--- src/design/mwo_pkg.sv ---
`timescale 1ns / 1ps
// ----------------------------------------------------------------------------
// mwo_pkg
// shared types, constants and helpers for the multi-waveform oscillator
// ----------------------------------------------------------------------------
package mwo_pkg;

    localparam int SINE_DEPTH_DEF = 1024;

    localparam int MUL_AW = 64;
    localparam int MUL_BW = 48;
    localparam int MUL_CW = 6;

    localparam logic [31:0] TIME_STEP_RESET = 32'd89478;

    localparam logic REG_WAVEFORM  = 1'b0;
    localparam logic REG_TIME_STEP = 1'b1;

    localparam logic [2:0] WAVE_SINE     = 3'd0;
    localparam logic [2:0] WAVE_TRIANGLE = 3'd1;
    localparam logic [2:0] WAVE_SAW      = 3'd2;
    localparam logic [2:0] WAVE_SQUARE   = 3'd3;
    localparam logic [2:0] WAVE_FM       = 3'd4;

    localparam logic [1:0] OP_THREE   = 2'd0;
    localparam logic [1:0] OP_TWO     = 2'd1;
    localparam logic [1:0] OP_ONE     = 2'd2;
    localparam logic [1:0] OP_CARRIER = 2'd3;

    localparam logic signed [33:0] Q30_ONE = 34'sd1073741824;

    typedef struct packed {
        logic              start;
        logic [MUL_CW-1:0] nbits;
    } mul_req_t;

    typedef enum logic [2:0] {
        SN_IDLE,
        SN_SQUARE,
        SN_POLY,
        SN_FINAL
    } sine_state_t;

    typedef enum logic [3:0] {
        ST_IDLE,
        ST_CHECK,
        ST_LATCH,
        ST_ADVANCE,
        ST_PHASE,
        ST_SINE,
        ST_FM_RATIO,
        ST_FM_PHASE,
        ST_FM_SINE,
        ST_FM_DEPTH,
        ST_LEVEL,
        ST_EMIT
    } osc_state_t;

    function automatic logic [31:0] sine_coef(input logic [2:0] k);
        logic [31:0] c;
        case (k)
            3'd0:    c = 32'd172272;
            3'd1:    c = 32'd5026995;
            3'd2:    c = 32'd85569306;
            3'd3:    c = 32'd693598668;
            3'd4:    c = 32'd1686629713;
            default: c = 32'd0;
        endcase
        return c;
    endfunction

    // clamp to +-1.0, scale by 127, offset 128, round half up
    function automatic logic [7:0] to_level(input logic signed [33:0] v);
        logic signed [33:0] vc;
        logic signed [40:0] vx;
        logic signed [40:0] t;
        if (v > Q30_ONE)
            vc = Q30_ONE;
        else if (v < -Q30_ONE)
            vc = -Q30_ONE;
        else
            vc = v;
        vx = $signed({{7{vc[33]}}, vc});
        t  = 41'sd137975824384 + (vx <<< 7) - vx;
        return t[37:30];
    endfunction

endpackage

--- src/design/mwo_mul.sv ---
`timescale 1ns / 1ps
// ----------------------------------------------------------------------------
// mwo_mul
// bit-serial shift-add multiplier, one multiplier bit per cycle, product mod 2^64
// ----------------------------------------------------------------------------
module mwo_mul
    import mwo_pkg::*;
(
    input  logic              clk,
    input  logic              rst_n,
    input  mul_req_t          req,
    input  logic [MUL_AW-1:0] a,
    input  logic [MUL_BW-1:0] b,
    output logic              done,
    output logic [MUL_AW-1:0] product
);

    logic [MUL_AW-1:0] acc_reg;
    logic [MUL_AW-1:0] m_reg;
    logic [MUL_BW-1:0] b_reg;
    logic [MUL_CW-1:0] cnt_reg;
    logic              busy_reg;
    logic              done_reg;

    always_ff @(posedge clk or negedge rst_n)
    begin
        if (!rst_n)
        begin
            busy_reg <= 1'b0;
            done_reg <= 1'b0;
            cnt_reg  <= '0;
        end
        else
        begin
            done_reg <= 1'b0;
            if (req.start)
            begin
                busy_reg <= 1'b1;
                cnt_reg  <= req.nbits;
            end
            else if (busy_reg)
            begin
                cnt_reg <= cnt_reg - 1'b1;
                if (cnt_reg == MUL_CW'(1))
                begin
                    busy_reg <= 1'b0;
                    done_reg <= 1'b1;
                end
            end
        end
    end

    always_ff @(posedge clk)
    begin
        if (req.start)
        begin
            acc_reg <= '0;
            m_reg   <= a;
            b_reg   <= b;
        end
        else if (busy_reg)
        begin
            if (b_reg[0])
                acc_reg <= acc_reg + m_reg;
            m_reg <= m_reg << 1;
            b_reg <= b_reg >> 1;
        end
    end

    assign done    = done_reg;
    assign product = acc_reg;

    a_done_after_busy: assert property (@(posedge clk) disable iff (!rst_n)
        done_reg |-> $past(busy_reg))
        else $error("multiplier done without a run");

    a_start_when_free: assert property (@(posedge clk) disable iff (!rst_n)
        req.start |-> !busy_reg)
        else $error("multiplier restarted while busy");

    a_idle_count_zero: assert property (@(posedge clk) disable iff (!rst_n)
        !busy_reg |-> cnt_reg == '0)
        else $error("multiplier count left over");

endmodule

--- src/design/mwo_sine.sv ---
`timescale 1ns / 1ps
// ----------------------------------------------------------------------------
// mwo_sine
// quarter-wave odd polynomial sine, Q2.30 result, on a bit-serial multiplier
// ----------------------------------------------------------------------------
module mwo_sine
    import mwo_pkg::*;
#(
    parameter int SINE_TABLE_DEPTH = SINE_DEPTH_DEF
)
(
    input  logic               clk,
    input  logic               rst_n,
    input  logic               start,
    input  logic [31:0]        phase,
    output logic               done,
    output logic signed [32:0] value
);

    localparam int DEPTH_LOG = $clog2(SINE_TABLE_DEPTH);
    localparam logic [31:0] PQ_MASK = ~((32'd1 << (32 - DEPTH_LOG)) - 32'd1);

    sine_state_t state_reg, state_next;

    logic [30:0]        z_reg;
    logic [30:0]        z2_reg;
    logic [2:0]         k_reg;
    logic               neg_reg;
    logic               done_reg;
    logic signed [32:0] value_reg;

    mul_req_t          mul_req;
    logic [MUL_AW-1:0] mul_a;
    logic [MUL_BW-1:0] mul_b;
    logic              mul_done;
    logic [MUL_AW-1:0] mul_product;

    logic [31:0] pq;
    logic [30:0] z_in;
    logic [30:0] z2_in;
    logic [31:0] s_new;
    logic [31:0] mag;

    mwo_mul u_mul (
        .clk     (clk),
        .rst_n   (rst_n),
        .req     (mul_req),
        .a       (mul_a),
        .b       (mul_b),
        .done    (mul_done),
        .product (mul_product)
    );

    assign pq    = phase & PQ_MASK;
    assign z_in  = pq[30] ? (31'h4000_0000 - {1'b0, pq[29:0]}) : {1'b0, pq[29:0]};
    assign z2_in = mul_product[60:30];
    assign s_new = sine_coef(k_reg) - mul_product[61:30];
    assign mag   = mul_product[61:30];

    always_ff @(posedge clk or negedge rst_n)
    begin
        if (!rst_n)
        begin
            state_reg <= SN_IDLE;
            done_reg  <= 1'b0;
        end
        else
        begin
            state_reg <= state_next;
            done_reg  <= (state_reg == SN_FINAL) && mul_done;
        end
    end

    always_comb
    begin
        state_next    = state_reg;
        mul_req.start = 1'b0;
        mul_req.nbits = MUL_CW'(31);
        mul_a         = '0;
        mul_b         = '0;
        case (state_reg)
            SN_IDLE:
            begin
                if (start)
                begin
                    mul_req.start = 1'b1;
                    mul_a         = MUL_AW'(z_in);
                    mul_b         = MUL_BW'(z_in);
                    state_next    = SN_SQUARE;
                end
            end
            SN_SQUARE:
            begin
                if (mul_done)
                begin
                    mul_req.start = 1'b1;
                    mul_a         = MUL_AW'(sine_coef(3'd0));
                    mul_b         = MUL_BW'(z2_in);
                    state_next    = SN_POLY;
                end
            end
            SN_POLY:
            begin
                if (mul_done)
                begin
                    mul_req.start = 1'b1;
                    mul_a         = MUL_AW'(s_new);
                    if (k_reg == 3'd4)
                    begin
                        mul_b      = MUL_BW'(z_reg);
                        state_next = SN_FINAL;
                    end
                    else
                        mul_b = MUL_BW'(z2_reg);
                end
            end
            SN_FINAL:
            begin
                if (mul_done)
                    state_next = SN_IDLE;
            end
            default: state_next = SN_IDLE;
        endcase
    end

    always_ff @(posedge clk)
    begin
        case (state_reg)
            SN_IDLE:
            begin
                if (start)
                begin
                    z_reg   <= z_in;
                    neg_reg <= pq[31];
                end
            end
            SN_SQUARE:
            begin
                if (mul_done)
                begin
                    z2_reg <= z2_in;
                    k_reg  <= 3'd1;
                end
            end
            SN_POLY:
            begin
                if (mul_done)
                    k_reg <= k_reg + 3'd1;
            end
            SN_FINAL:
            begin
                if (mul_done)
                    value_reg <= neg_reg ? -$signed({1'b0, mag}) : $signed({1'b0, mag});
            end
            default: ;
        endcase
    end

    assign done  = done_reg;
    assign value = value_reg;

endmodule

--- src/design/multi_waveform_oscillator.sv ---
`timescale 1ns / 1ps
// ----------------------------------------------------------------------------
// multi_waveform_oscillator
// sine, triangle, saw, square and three-operator fm audio oscillator
//
//   channel | direction | beat content
//   s_*     | in        | tuser freq_valid, tdata frequency, duty, fm ratios/depths
//   m_*     | out       | tuser sample_valid, tdata sample_level
//   cfg_*   | in        | register index and write data, no wait
//
// one beat is processed at a time through a bit-serial multiplier, one bit per cycle
// the sine unit spends six 31-bit serial multiplies; fm runs four operators
// reset clears time, held frequency and registers at once, no clearing pass
// input stalls while a beat is in work; a stalled output holds its beat
// ----------------------------------------------------------------------------
module multi_waveform_oscillator
    import mwo_pkg::*;
#(
    parameter int SINE_TABLE_DEPTH = SINE_DEPTH_DEF
)
(
    input  logic         clk,
    input  logic         rst_n,
    input  logic         s_tvalid,
    output logic         s_tready,
    // frequency, duty, mod_ratio_one, mod_index_one, mod_ratio_two,
    // mod_index_two, mod_ratio_three, mod_index_three, one pad bit
    input  logic [151:0] s_tdata,
    // freq_valid
    input  logic         s_tuser,
    output logic         m_tvalid,
    input  logic         m_tready,
    // sample_level
    output logic [7:0]   m_tdata,
    // sample_valid
    output logic         m_tuser,
    input  logic         cfg_we,
    input  logic         cfg_index,
    input  logic [31:0]  cfg_data
);

    osc_state_t state_reg, state_next;

    logic [2:0]  waveform_reg;
    logic [31:0] time_step_reg;
    logic [39:0] elapsed_reg;
    logic [22:0] held_reg;
    logic        out_valid_reg;
    logic [7:0]  out_level_reg;
    logic        out_flag_reg;

    logic               fv_reg;
    logic [22:0]        freq_reg;
    logic [7:0]         duty_reg;
    logic signed [15:0] r1_reg, r2_reg, r3_reg;
    logic signed [23:0] i1_reg, i2_reg, i3_reg;
    logic [1:0]         op_reg;
    logic               neg_reg;
    logic signed [33:0] v3_reg;
    logic signed [33:0] vsum_reg;
    logic signed [33:0] val_reg;
    logic               res_flag_reg;
    logic [7:0]         res_level_reg;

    mul_req_t          mul_req;
    logic [MUL_AW-1:0] mul_a;
    logic [MUL_BW-1:0] mul_b;
    logic              mul_done;
    logic [MUL_AW-1:0] mul_product;

    logic               sine_start;
    logic [31:0]        sine_phase;
    logic               sine_done;
    logic signed [32:0] sine_value;

    logic               accept;
    logic               out_free;
    logic               over_period;
    logic [39:0]        elapsed_sum;
    logic [31:0]        freq_word;
    logic [31:0]        tri_g;
    logic signed [33:0] tri_val;
    logic [32:0]        saw_span;
    logic signed [33:0] saw_val;
    logic signed [33:0] sq_val;
    logic signed [15:0] next_ratio;
    logic signed [23:0] cur_index;
    logic [23:0]        index_abs;
    logic [32:0]        sine_abs;
    logic [32:0]        depth_mag;
    logic signed [33:0] depth_val;
    logic [47:0]        f16_ratio;
    logic signed [33:0] vsum_all;
    logic [47:0]        f16_carrier;

    mwo_mul u_mul (
        .clk     (clk),
        .rst_n   (rst_n),
        .req     (mul_req),
        .a       (mul_a),
        .b       (mul_b),
        .done    (mul_done),
        .product (mul_product)
    );

    mwo_sine #(
        .SINE_TABLE_DEPTH (SINE_TABLE_DEPTH)
    ) u_sine (
        .clk   (clk),
        .rst_n (rst_n),
        .start (sine_start),
        .phase (sine_phase),
        .done  (sine_done),
        .value (sine_value)
    );

    assign s_tready = (state_reg == ST_IDLE);
    assign accept   = s_tvalid && s_tready;
    assign out_free = !out_valid_reg || m_tready;
    assign m_tvalid = out_valid_reg;
    assign m_tdata  = out_level_reg;
    assign m_tuser  = out_flag_reg;

    assign over_period = (|mul_product[63:41]) || (mul_product[40] && (|mul_product[39:0]));
    assign elapsed_sum = elapsed_reg + {8'd0, time_step_reg};
    assign freq_word   = mul_product[39:8];

    // triangle from the phase shifted by a quarter turn
    assign tri_g    = freq_word + 32'h4000_0000;
    assign tri_val  = $signed({1'b0, (tri_g[31] ? (33'h1_0000_0000 - {1'b0, tri_g})
                                                : {1'b0, tri_g})}) - Q30_ONE;
    assign saw_span = 33'h1_0000_0000 - {1'b0, freq_word};
    assign saw_val  = freq_word[31] ? -$signed({2'b00, saw_span[32:1]})
                                    : $signed({3'b000, freq_word[31:1]});
    assign sq_val   = (freq_word < {duty_reg, 24'd0}) ? Q30_ONE : -Q30_ONE;

    always_comb
    begin
        case (op_reg)
            OP_THREE:
            begin
                cur_index  = i3_reg;
                next_ratio = r2_reg;
            end
            OP_TWO:
            begin
                cur_index  = i2_reg;
                next_ratio = r1_reg;
            end
            OP_ONE:
            begin
                cur_index  = i1_reg;
                next_ratio = r1_reg;
            end
            default:
            begin
                cur_index  = i1_reg;
                next_ratio = r1_reg;
            end
        endcase
    end

    assign index_abs   = cur_index[23] ? (24'd0 - cur_index) : cur_index;
    assign sine_abs    = sine_value[32] ? (33'd0 - sine_value) : sine_value;
    assign depth_mag   = mul_product[54:22];
    assign depth_val   = neg_reg ? -$signed({1'b0, depth_mag}) : $signed({1'b0, depth_mag});
    assign f16_ratio   = mul_product[47:0]
                       + ((op_reg == OP_THREE) ? 48'd0 : {{14{v3_reg[33]}}, v3_reg});
    assign vsum_all    = vsum_reg + depth_val;
    assign f16_carrier = {17'd0, held_reg, 8'd0} + {{14{vsum_all[33]}}, vsum_all};

    always_ff @(posedge clk or negedge rst_n)
    begin
        if (!rst_n)
        begin
            state_reg     <= ST_IDLE;
            waveform_reg  <= WAVE_SINE;
            time_step_reg <= TIME_STEP_RESET;
            elapsed_reg   <= '0;
            held_reg      <= '0;
            out_valid_reg <= 1'b0;
        end
        else
        begin
            state_reg <= state_next;
            if (cfg_we)
            begin
                case (cfg_index)
                    REG_WAVEFORM:  waveform_reg  <= cfg_data[2:0];
                    REG_TIME_STEP: time_step_reg <= cfg_data;
                    default: ;
                endcase
            end
            case (state_reg)
                ST_CHECK:
                begin
                    if (fv_reg && held_reg == '0)
                    begin
                        elapsed_reg <= {8'd0, elapsed_reg[31:0]};
                        held_reg    <= freq_reg;
                    end
                end
                ST_LATCH:
                begin
                    if (mul_done && over_period)
                    begin
                        elapsed_reg <= {8'd0, elapsed_reg[31:0]};
                        held_reg    <= freq_reg;
                    end
                end
                ST_ADVANCE: elapsed_reg <= elapsed_sum;
                default: ;
            endcase
            if (m_tvalid && m_tready)
                out_valid_reg <= 1'b0;
            if (state_reg == ST_EMIT && out_free)
                out_valid_reg <= 1'b1;
        end
    end

    always_comb
    begin
        state_next    = state_reg;
        mul_req.start = 1'b0;
        mul_req.nbits = MUL_CW'(48);
        mul_a         = '0;
        mul_b         = '0;
        sine_start    = 1'b0;
        sine_phase    = (state_reg == ST_PHASE) ? freq_word : mul_product[47:16];
        case (state_reg)
            ST_IDLE:
            begin
                if (s_tvalid)
                    state_next = ST_CHECK;
            end
            ST_CHECK:
            begin
                if (fv_reg && held_reg != '0)
                begin
                    mul_req.start = 1'b1;
                    mul_req.nbits = MUL_CW'(23);
                    mul_a         = MUL_AW'(elapsed_reg);
                    mul_b         = MUL_BW'(held_reg);
                    state_next    = ST_LATCH;
                end
                else
                    state_next = ST_ADVANCE;
            end
            ST_LATCH:
            begin
                if (mul_done)
                    state_next = ST_ADVANCE;
            end
            ST_ADVANCE:
            begin
                if (!fv_reg || waveform_reg > WAVE_FM)
                    state_next = ST_EMIT;
                else
                begin
                    mul_req.start = 1'b1;
                    mul_req.nbits = MUL_CW'(23);
                    mul_a         = MUL_AW'(elapsed_sum);
                    mul_b         = MUL_BW'(held_reg);
                    state_next    = ST_PHASE;
                end
            end
            ST_PHASE:
            begin
                if (mul_done)
                begin
                    case (waveform_reg)
                        WAVE_SINE:
                        begin
                            sine_start = 1'b1;
                            state_next = ST_SINE;
                        end
                        WAVE_FM:
                        begin
                            mul_req.start = 1'b1;
                            mul_a         = MUL_AW'(held_reg);
                            mul_b         = MUL_BW'($signed(r3_reg));
                            state_next    = ST_FM_RATIO;
                        end
                        default: state_next = ST_LEVEL;
                    endcase
                end
            end
            ST_SINE:
            begin
                if (sine_done)
                    state_next = ST_LEVEL;
            end
            ST_FM_RATIO:
            begin
                if (mul_done)
                begin
                    mul_req.start = 1'b1;
                    mul_a         = MUL_AW'(elapsed_reg);
                    mul_b         = f16_ratio;
                    state_next    = ST_FM_PHASE;
                end
            end
            ST_FM_PHASE:
            begin
                if (mul_done)
                begin
                    sine_start = 1'b1;
                    state_next = ST_FM_SINE;
                end
            end
            ST_FM_SINE:
            begin
                if (sine_done)
                begin
                    if (op_reg == OP_CARRIER)
                        state_next = ST_LEVEL;
                    else
                    begin
                        mul_req.start = 1'b1;
                        mul_req.nbits = MUL_CW'(33);
                        mul_a         = MUL_AW'(index_abs);
                        mul_b         = MUL_BW'(sine_abs);
                        state_next    = ST_FM_DEPTH;
                    end
                end
            end
            ST_FM_DEPTH:
            begin
                if (mul_done)
                begin
                    mul_req.start = 1'b1;
                    if (op_reg == OP_ONE)
                    begin
                        mul_a      = MUL_AW'(elapsed_reg);
                        mul_b      = f16_carrier;
                        state_next = ST_FM_PHASE;
                    end
                    else
                    begin
                        mul_a      = MUL_AW'(held_reg);
                        mul_b      = MUL_BW'($signed(next_ratio));
                        state_next = ST_FM_RATIO;
                    end
                end
            end
            ST_LEVEL: state_next = ST_EMIT;
            ST_EMIT:
            begin
                if (out_free)
                    state_next = ST_IDLE;
            end
            default: state_next = ST_IDLE;
        endcase
    end

    always_ff @(posedge clk)
    begin
        if (accept)
        begin
            fv_reg   <= s_tuser;
            freq_reg <= s_tdata[22:0];
            duty_reg <= s_tdata[30:23];
            r1_reg   <= s_tdata[46:31];
            i1_reg   <= s_tdata[70:47];
            r2_reg   <= s_tdata[86:71];
            i2_reg   <= s_tdata[110:87];
            r3_reg   <= s_tdata[126:111];
            i3_reg   <= s_tdata[150:127];
        end
        case (state_reg)
            ST_ADVANCE:
            begin
                if (!fv_reg)
                begin
                    res_flag_reg  <= 1'b0;
                    res_level_reg <= 8'd0;
                end
                else if (waveform_reg > WAVE_FM)
                begin
                    res_flag_reg  <= 1'b1;
                    res_level_reg <= 8'd128;
                end
            end
            ST_PHASE:
            begin
                if (mul_done)
                begin
                    case (waveform_reg)
                        WAVE_TRIANGLE: val_reg <= tri_val;
                        WAVE_SAW:      val_reg <= saw_val;
                        WAVE_SQUARE:   val_reg <= sq_val;
                        WAVE_FM:       op_reg  <= OP_THREE;
                        default: ;
                    endcase
                end
            end
            ST_SINE:
            begin
                if (sine_done)
                    val_reg <= {sine_value[32], sine_value};
            end
            ST_FM_SINE:
            begin
                if (sine_done)
                begin
                    if (op_reg == OP_CARRIER)
                        val_reg <= {sine_value[32], sine_value};
                    else
                        neg_reg <= cur_index[23] ^ sine_value[32];
                end
            end
            ST_FM_DEPTH:
            begin
                if (mul_done)
                begin
                    case (op_reg)
                        OP_THREE:
                        begin
                            v3_reg <= depth_val;
                            op_reg <= OP_TWO;
                        end
                        OP_TWO:
                        begin
                            vsum_reg <= depth_val;
                            op_reg   <= OP_ONE;
                        end
                        default: op_reg <= OP_CARRIER;
                    endcase
                end
            end
            ST_LEVEL:
            begin
                res_flag_reg  <= 1'b1;
                res_level_reg <= to_level(val_reg);
            end
            ST_EMIT:
            begin
                if (out_free)
                begin
                    out_level_reg <= res_level_reg;
                    out_flag_reg  <= res_flag_reg;
                end
            end
            default: ;
        endcase
    end

    a_mul_done_waited: assert property (@(posedge clk) disable iff (!rst_n)
        mul_done |-> (state_reg == ST_LATCH || state_reg == ST_PHASE ||
                      state_reg == ST_FM_RATIO || state_reg == ST_FM_PHASE ||
                      state_reg == ST_FM_DEPTH))
        else $error("multiplier result with nobody waiting");

    a_sine_done_waited: assert property (@(posedge clk) disable iff (!rst_n)
        sine_done |-> (state_reg == ST_SINE || state_reg == ST_FM_SINE))
        else $error("sine result with nobody waiting");

    a_accept_to_check: assert property (@(posedge clk) disable iff (!rst_n)
        accept |=> state_reg == ST_CHECK)
        else $error("accepted beat not checked");

    a_held_changes_on_latch: assert property (@(posedge clk) disable iff (!rst_n)
        held_reg != $past(held_reg) |->
            ($past(state_reg) == ST_CHECK || $past(state_reg) == ST_LATCH))
        else $error("held frequency changed outside latch");

endmodule
--- config.mk ---
export PLATFORM = sky130hd
export DESIGN_NAME = multi_waveform_oscillator
export DESIGN_NICKNAME = d
export VERILOG_FILES = /design/src/design/mwo_pkg.sv /design/src/design/mwo_mul.sv /design/src/design/mwo_sine.sv /design/src/design/multi_waveform_oscillator.sv
export SDC_FILE = /design/constraint.sdc
export NUM_CORES = 2
export LEC_CHECK = 0
export ABC_AREA = 0
export ABC_CLOCK_PERIOD_IN_PS = 5600
export CAP_MARGIN = 20
export CORE_ASPECT_RATIO = 1.25
export CORE_MARGIN = 2
export CORE_UTILIZATION = 25
export DETAILED_ROUTE_END_ITERATION = 8
export DONT_BUFFER_PORTS = 1
export GPL_TIMING_DRIVEN = 0
export SYNTH_ARGS = -nofsm -noshare
export SYNTH_HDL_FRONTEND = slang
export SYNTH_SLANG_ARGS = --single-unit
export TNS_END_PERCENT = 5
--- constraint.sdc ---
create_clock -name clk -period 5.6 [get_ports clk]
set_input_delay 1.12 -clock clk [delete_from_list [all_inputs] [get_ports clk]]
set_output_delay 1.12 -clock clk [all_outputs]
set_load 0.02 [all_outputs]
==> impl_table.tex <==
\begin{tabular}{lr}
\hline
Metric & Value \\
\hline
\multicolumn{2}{l}{\textbf{Logic synthesis}} \\
Adder-Cell Fraction of Synth Area & 0.09218 \\
Cell count after synthesis & 5790 \\
Largest family of logic cells by synthesized area & compound AO/OA/AOI/OAI gates \\
Syn avg cell area & 9.241 sq um \\
Post-synth cell types & 87 \\
Number of flops mapped to enable cells by yosys & 557 \\
Most frequently used flop master after synthesis & edfxtp\_1 \\
Yosys reg bits & 805 \\
Compound-gate portion of the synthesized area & 0.1926 \\
Synth warn & 0 \\
Sequential area share after synthesis & 0.4170 \\
Mux cell area share after synthesis & 0.02194 \\
Share of flip-flops with an asynchronous set or reset & 0.1516 \\
Area share of and/or/nand/nor cells after synthesis & 0.1633 \\
Xor and xnor area share after synthesis & 0.07874 \\
Combined area of all synthesized cells & 0.05350 sq mm \\
Net count after synthesis & 6371 \\
\multicolumn{2}{l}{\textbf{Routing}} \\
DRT Wirelength & 215700 um \\
Count of unresolved DRC violations after routing & 0 \\
Vias per cell & 5.338 \\
First-pass iteration count of the detailed router & 7 \\
Count of routing violations after the opening detailed-route iteration & 4899 \\
Wirelength per Cell & 24.47 um \\
Via count of the routed design & 47050 \\
Residual antenna-violating net count after detailed routing & 0 \\
\multicolumn{2}{l}{\textbf{Status}} \\
Outcome & finished with violations \\
Violated checks & negative setup slack \\
\multicolumn{2}{l}{\textbf{Cells and area}} \\
Area taken by multi-input logic gates & 0.03045 sq mm \\
Growth of design area from synthesis to finish & 16.51\% \\
Leading cell types in the layout, fill and taps excluded & nand2\_1, edfxtp\_1, a21oi\_1 \\
Nets & 6532 \\
Post-layout instance count excluding filler cells & 8814 \\
Most common cell after layout, fill and taps aside & nand2\_1 \\
Area occupied by registers & 0.02234 sq mm \\
Share of layout cells above drive strength 1 & 0.08763 \\
Filler cells & 22210 \\
Utilization after layout & 0.2935 \\
\multicolumn{2}{l}{\textbf{Timing}} \\
Setup repair after global routing missed its margin & true \\
Max\_slew headroom & 0.1794 \\
Pins over their slew limit & 0 \\
Count of endpoints failing hold in the final timing report & 0 \\
Timing-limited maximum frequency & 0.1551 GHz \\
Post-layout minimum cycle time & 6.450 ns \\
Worst setup skew after layout & 0.03802 ns \\
Fin Setup TNS & -16.97 ns \\
Count of endpoints failing setup in the final report & 27 \\
Worst-Margin Slew & 1.231 ns \\
Final worst slack & -0.8495 ns \\
Fin crit share & 1.152 \\
\multicolumn{2}{l}{\textbf{Pwr}} \\
Leakage power & 0.02358 uW \\
Peak supply drop & 258.4 uV \\
Pwr Density & 550.9 mW/mm\^{}2 \\
Overall power & 34340 uW \\
\multicolumn{2}{l}{\textbf{Setup path}} \\
Data arrival time of the critical path & 6.91 ns \\
Required arrival time at the worst endpoint & 6.07 ns \\
Path type of the worst setup path & reg2reg \\
Reg2reg setup slack & -0.85 ns \\
Reg-to-reg critical path endpoint & u\_mul.b\_reg[44] \\
Worst-case reg-to-reg path depth & 27 \\
Source of the worst register-to-register timing path & u\_mul.product[26] \\
Maximum fanout along the worst path & 7 \\
Startpoint class of the critical path & register \\
Endpoint kind of the worst setup timing path & register \\
\multicolumn{2}{l}{\textbf{Floorplanning}} \\
Boundary pin count & 202 \\
Horizontal die dimension & 417.8 um \\
Starting density of the core & 0.2520 \\
Floorplan core area & 0.2124 sq mm \\
Row count & 189 \\
DIE AREA & 0.2178 sq mm \\
Die Span Y & 521.2 um \\
\multicolumn{2}{l}{\textbf{CTS}} \\
Num CTS Buffers & 98 \\
Number of clock sinks & 805 \\
Worst-skew pair later-pin latency & 0.75 ns \\
Clock tree from TritonCTS & done \\
Total number of H-tree levels & 3 \\
Clock Tree Buf Depth & 3 \\
Number of buffers inserted by hold repair at cts & 0 \\
Clock tree root buffer cell & clkbuf\_16 \\
Clock-pin slew on the worst setup and hold paths & 0.06 ns \\
\multicolumn{2}{l}{\textbf{Placement}} \\
Worst slack after detailed placement & -3.259 ns \\
Half-perimeter wire length after placement & 170500 um \\
Routability-driven placement congestion ratio & 1.009 \\
Number of port buffers & 0 \\
Total instance count after detailed placement & 8581 \\
\multicolumn{2}{l}{\textbf{Global route}} \\
Final global-route overflow total & 0 \\
Maximum number of pins on one net before global-route repair & 123 \\
First-pass GRT wire length & 309500 um \\
Antenna violations before repair & 36 \\
All-layer global routing usage & 0.1914 \\
Via count of the first global-routing pass & 45164 \\
\multicolumn{2}{l}{\textbf{Flow run}} \\
Max-cap violation count & 0 \\
\multicolumn{2}{l}{\textbf{Hold path}} \\
Worst Hold Class & in2async \\
\hline
\end{tabular}
[routing by layer]
metal	wire length (um)	up-vias	track usage
met3	16720	536	0.03425
li1	-	21505	-
met4	15060	28	0.1144
met1	85360	22949	0.2345
met5	174	-	0
met2	98350	2032	0.3129
[synthesized netlist by cell type, types with 40 or more instances]
master	count	area (sq um)
a222oi_1	43	430.4
a31oi_1	81	506.7
a221oi_1	68	595.6
and2_1	93	581.8
nand2b_1	61	381.6
dfrtp_1	113	2828
nor2_1	489	1836
nand3_1	111	555.5
o21a_1	57	427.9
nor3_1	86	430.4
edfxtp_1	557	16730
nor2b_1	102	638.1
o21bai_1	54	405.4
a211oi_1	40	300.3
nand4_1	56	350.3
nand2_1	696	2613
mux2i_1	43	430.4
xor2_1	150	1314
o31ai_1	56	420.4
a21o_1	133	998.5
inv_1	179	671.9
dfxtp_1	126	2522
mux2_2	66	743.2
ha_1	383	4792
clkbuf_1	263	987.2
a21oi_1	533	2668
o21ai_0	373	1867
xnor2_1	331	2899
[worst max-delay path by stage]
stage / from / end / slack [ns] / cells after the start
floorplan: u_mul.product[32] / u_mul.b_reg[38] / -0.25 / 27
global placement: op_reg[0] / u_mul.m_reg[45] / -4.65 / 7
detailed placement: u_mul.product[22] / u_mul.b_reg[44] / -3.26 / 26
CTS: u_mul.product[32] / u_mul.b_reg[44] / -0.94 / 26
global route: u_mul.product[26] / u_mul.b_reg[42] / -1.05 / 27
finish: u_mul.product[26] / u_mul.b_reg[44] / -0.85 / 27
[cells by family (layout without fill, tap and decap cells)]
logic type / Yosys count / count (layout)
AO/OA/AOI/OAI: 1637 / 1637
other: 0 / 8
XOR/XNOR: 481 / 481
adder cells (fa/ha/maj): 390 / 390
multiplexers: 109 / 109
buffers and inverters: 483 / 730
AND/OR/NAND/NOR: 1885 / 1885
flip-flops: 805 / 805
[timing repair]
| item | in CTS | in global routing |
|---|---|---|
| setup buffers | 24 | 18 |
| endpoints found under the setup margin | 80 | 44 |
| gates resized for setup | 131 | 114 |
| pin swaps | 35 | 52 |
| gates cloned | 1 | 0 |
[layout make-up]
type / instances / area share
Multi-Input combinational cell: 4502 / 0.4884
Sequential cell: 805 / 0.3583
Tap cell: 2769 / 0.05558
Clock buffer: 138 / 0.04456
Buffer: 298 / 0.01967
Timing Repair Buffer: 65 / 0.01132
Inverter: 181 / 0.01092
Clock inverter: 48 / 0.01090
Antenna cell: 8 / 0.0003212
[critical path, stage by stage (launching register included)]
cell and delay (ns):
dfxtp_1 0.38, buf_4 0.23, nor4_4 0.29, buf_4 0.19, nand4_1 0.14, or3_4 0.50, or4_4 0.57, nand2_4 0.11
xnor2_4 0.10, ha_4 0.32, and3_4 0.21, nand3_4 0.08, or3_4 0.42, a31oi_4 0.26, o41ai_4 0.12, o21bai_1 0.19
a21oi_2 0.10, xnor2_2 0.15, ha_1 0.33, and3_4 0.23, o2111ai_4 0.11, a21boi_2 0.17, o21a_1 0.14, o21a_1 0.16
nand2_2 0.09, a31oi_4 0.31, buf_6 0.19, o22ai_2 0.06
[power by group]
group	switching, uW	total (uW)	internal (uW)
Clock	2870	6890	4020
Combinational	11100	17600	6510
Sequential	1700	9870	8170
Total	15600	34300	18700
[per-stage QoR]
stage,hold slack (ns),instance area [sq um]
final,0.08333,62330
after floorplan,0.4003,53540
after global placement,0.4059,57010
after detailed placement,0.4045,57420
after CTS,0.03538,61660
after global routing,0.06259,62320
No activity file was read; power rests on OpenSTA's default activity.
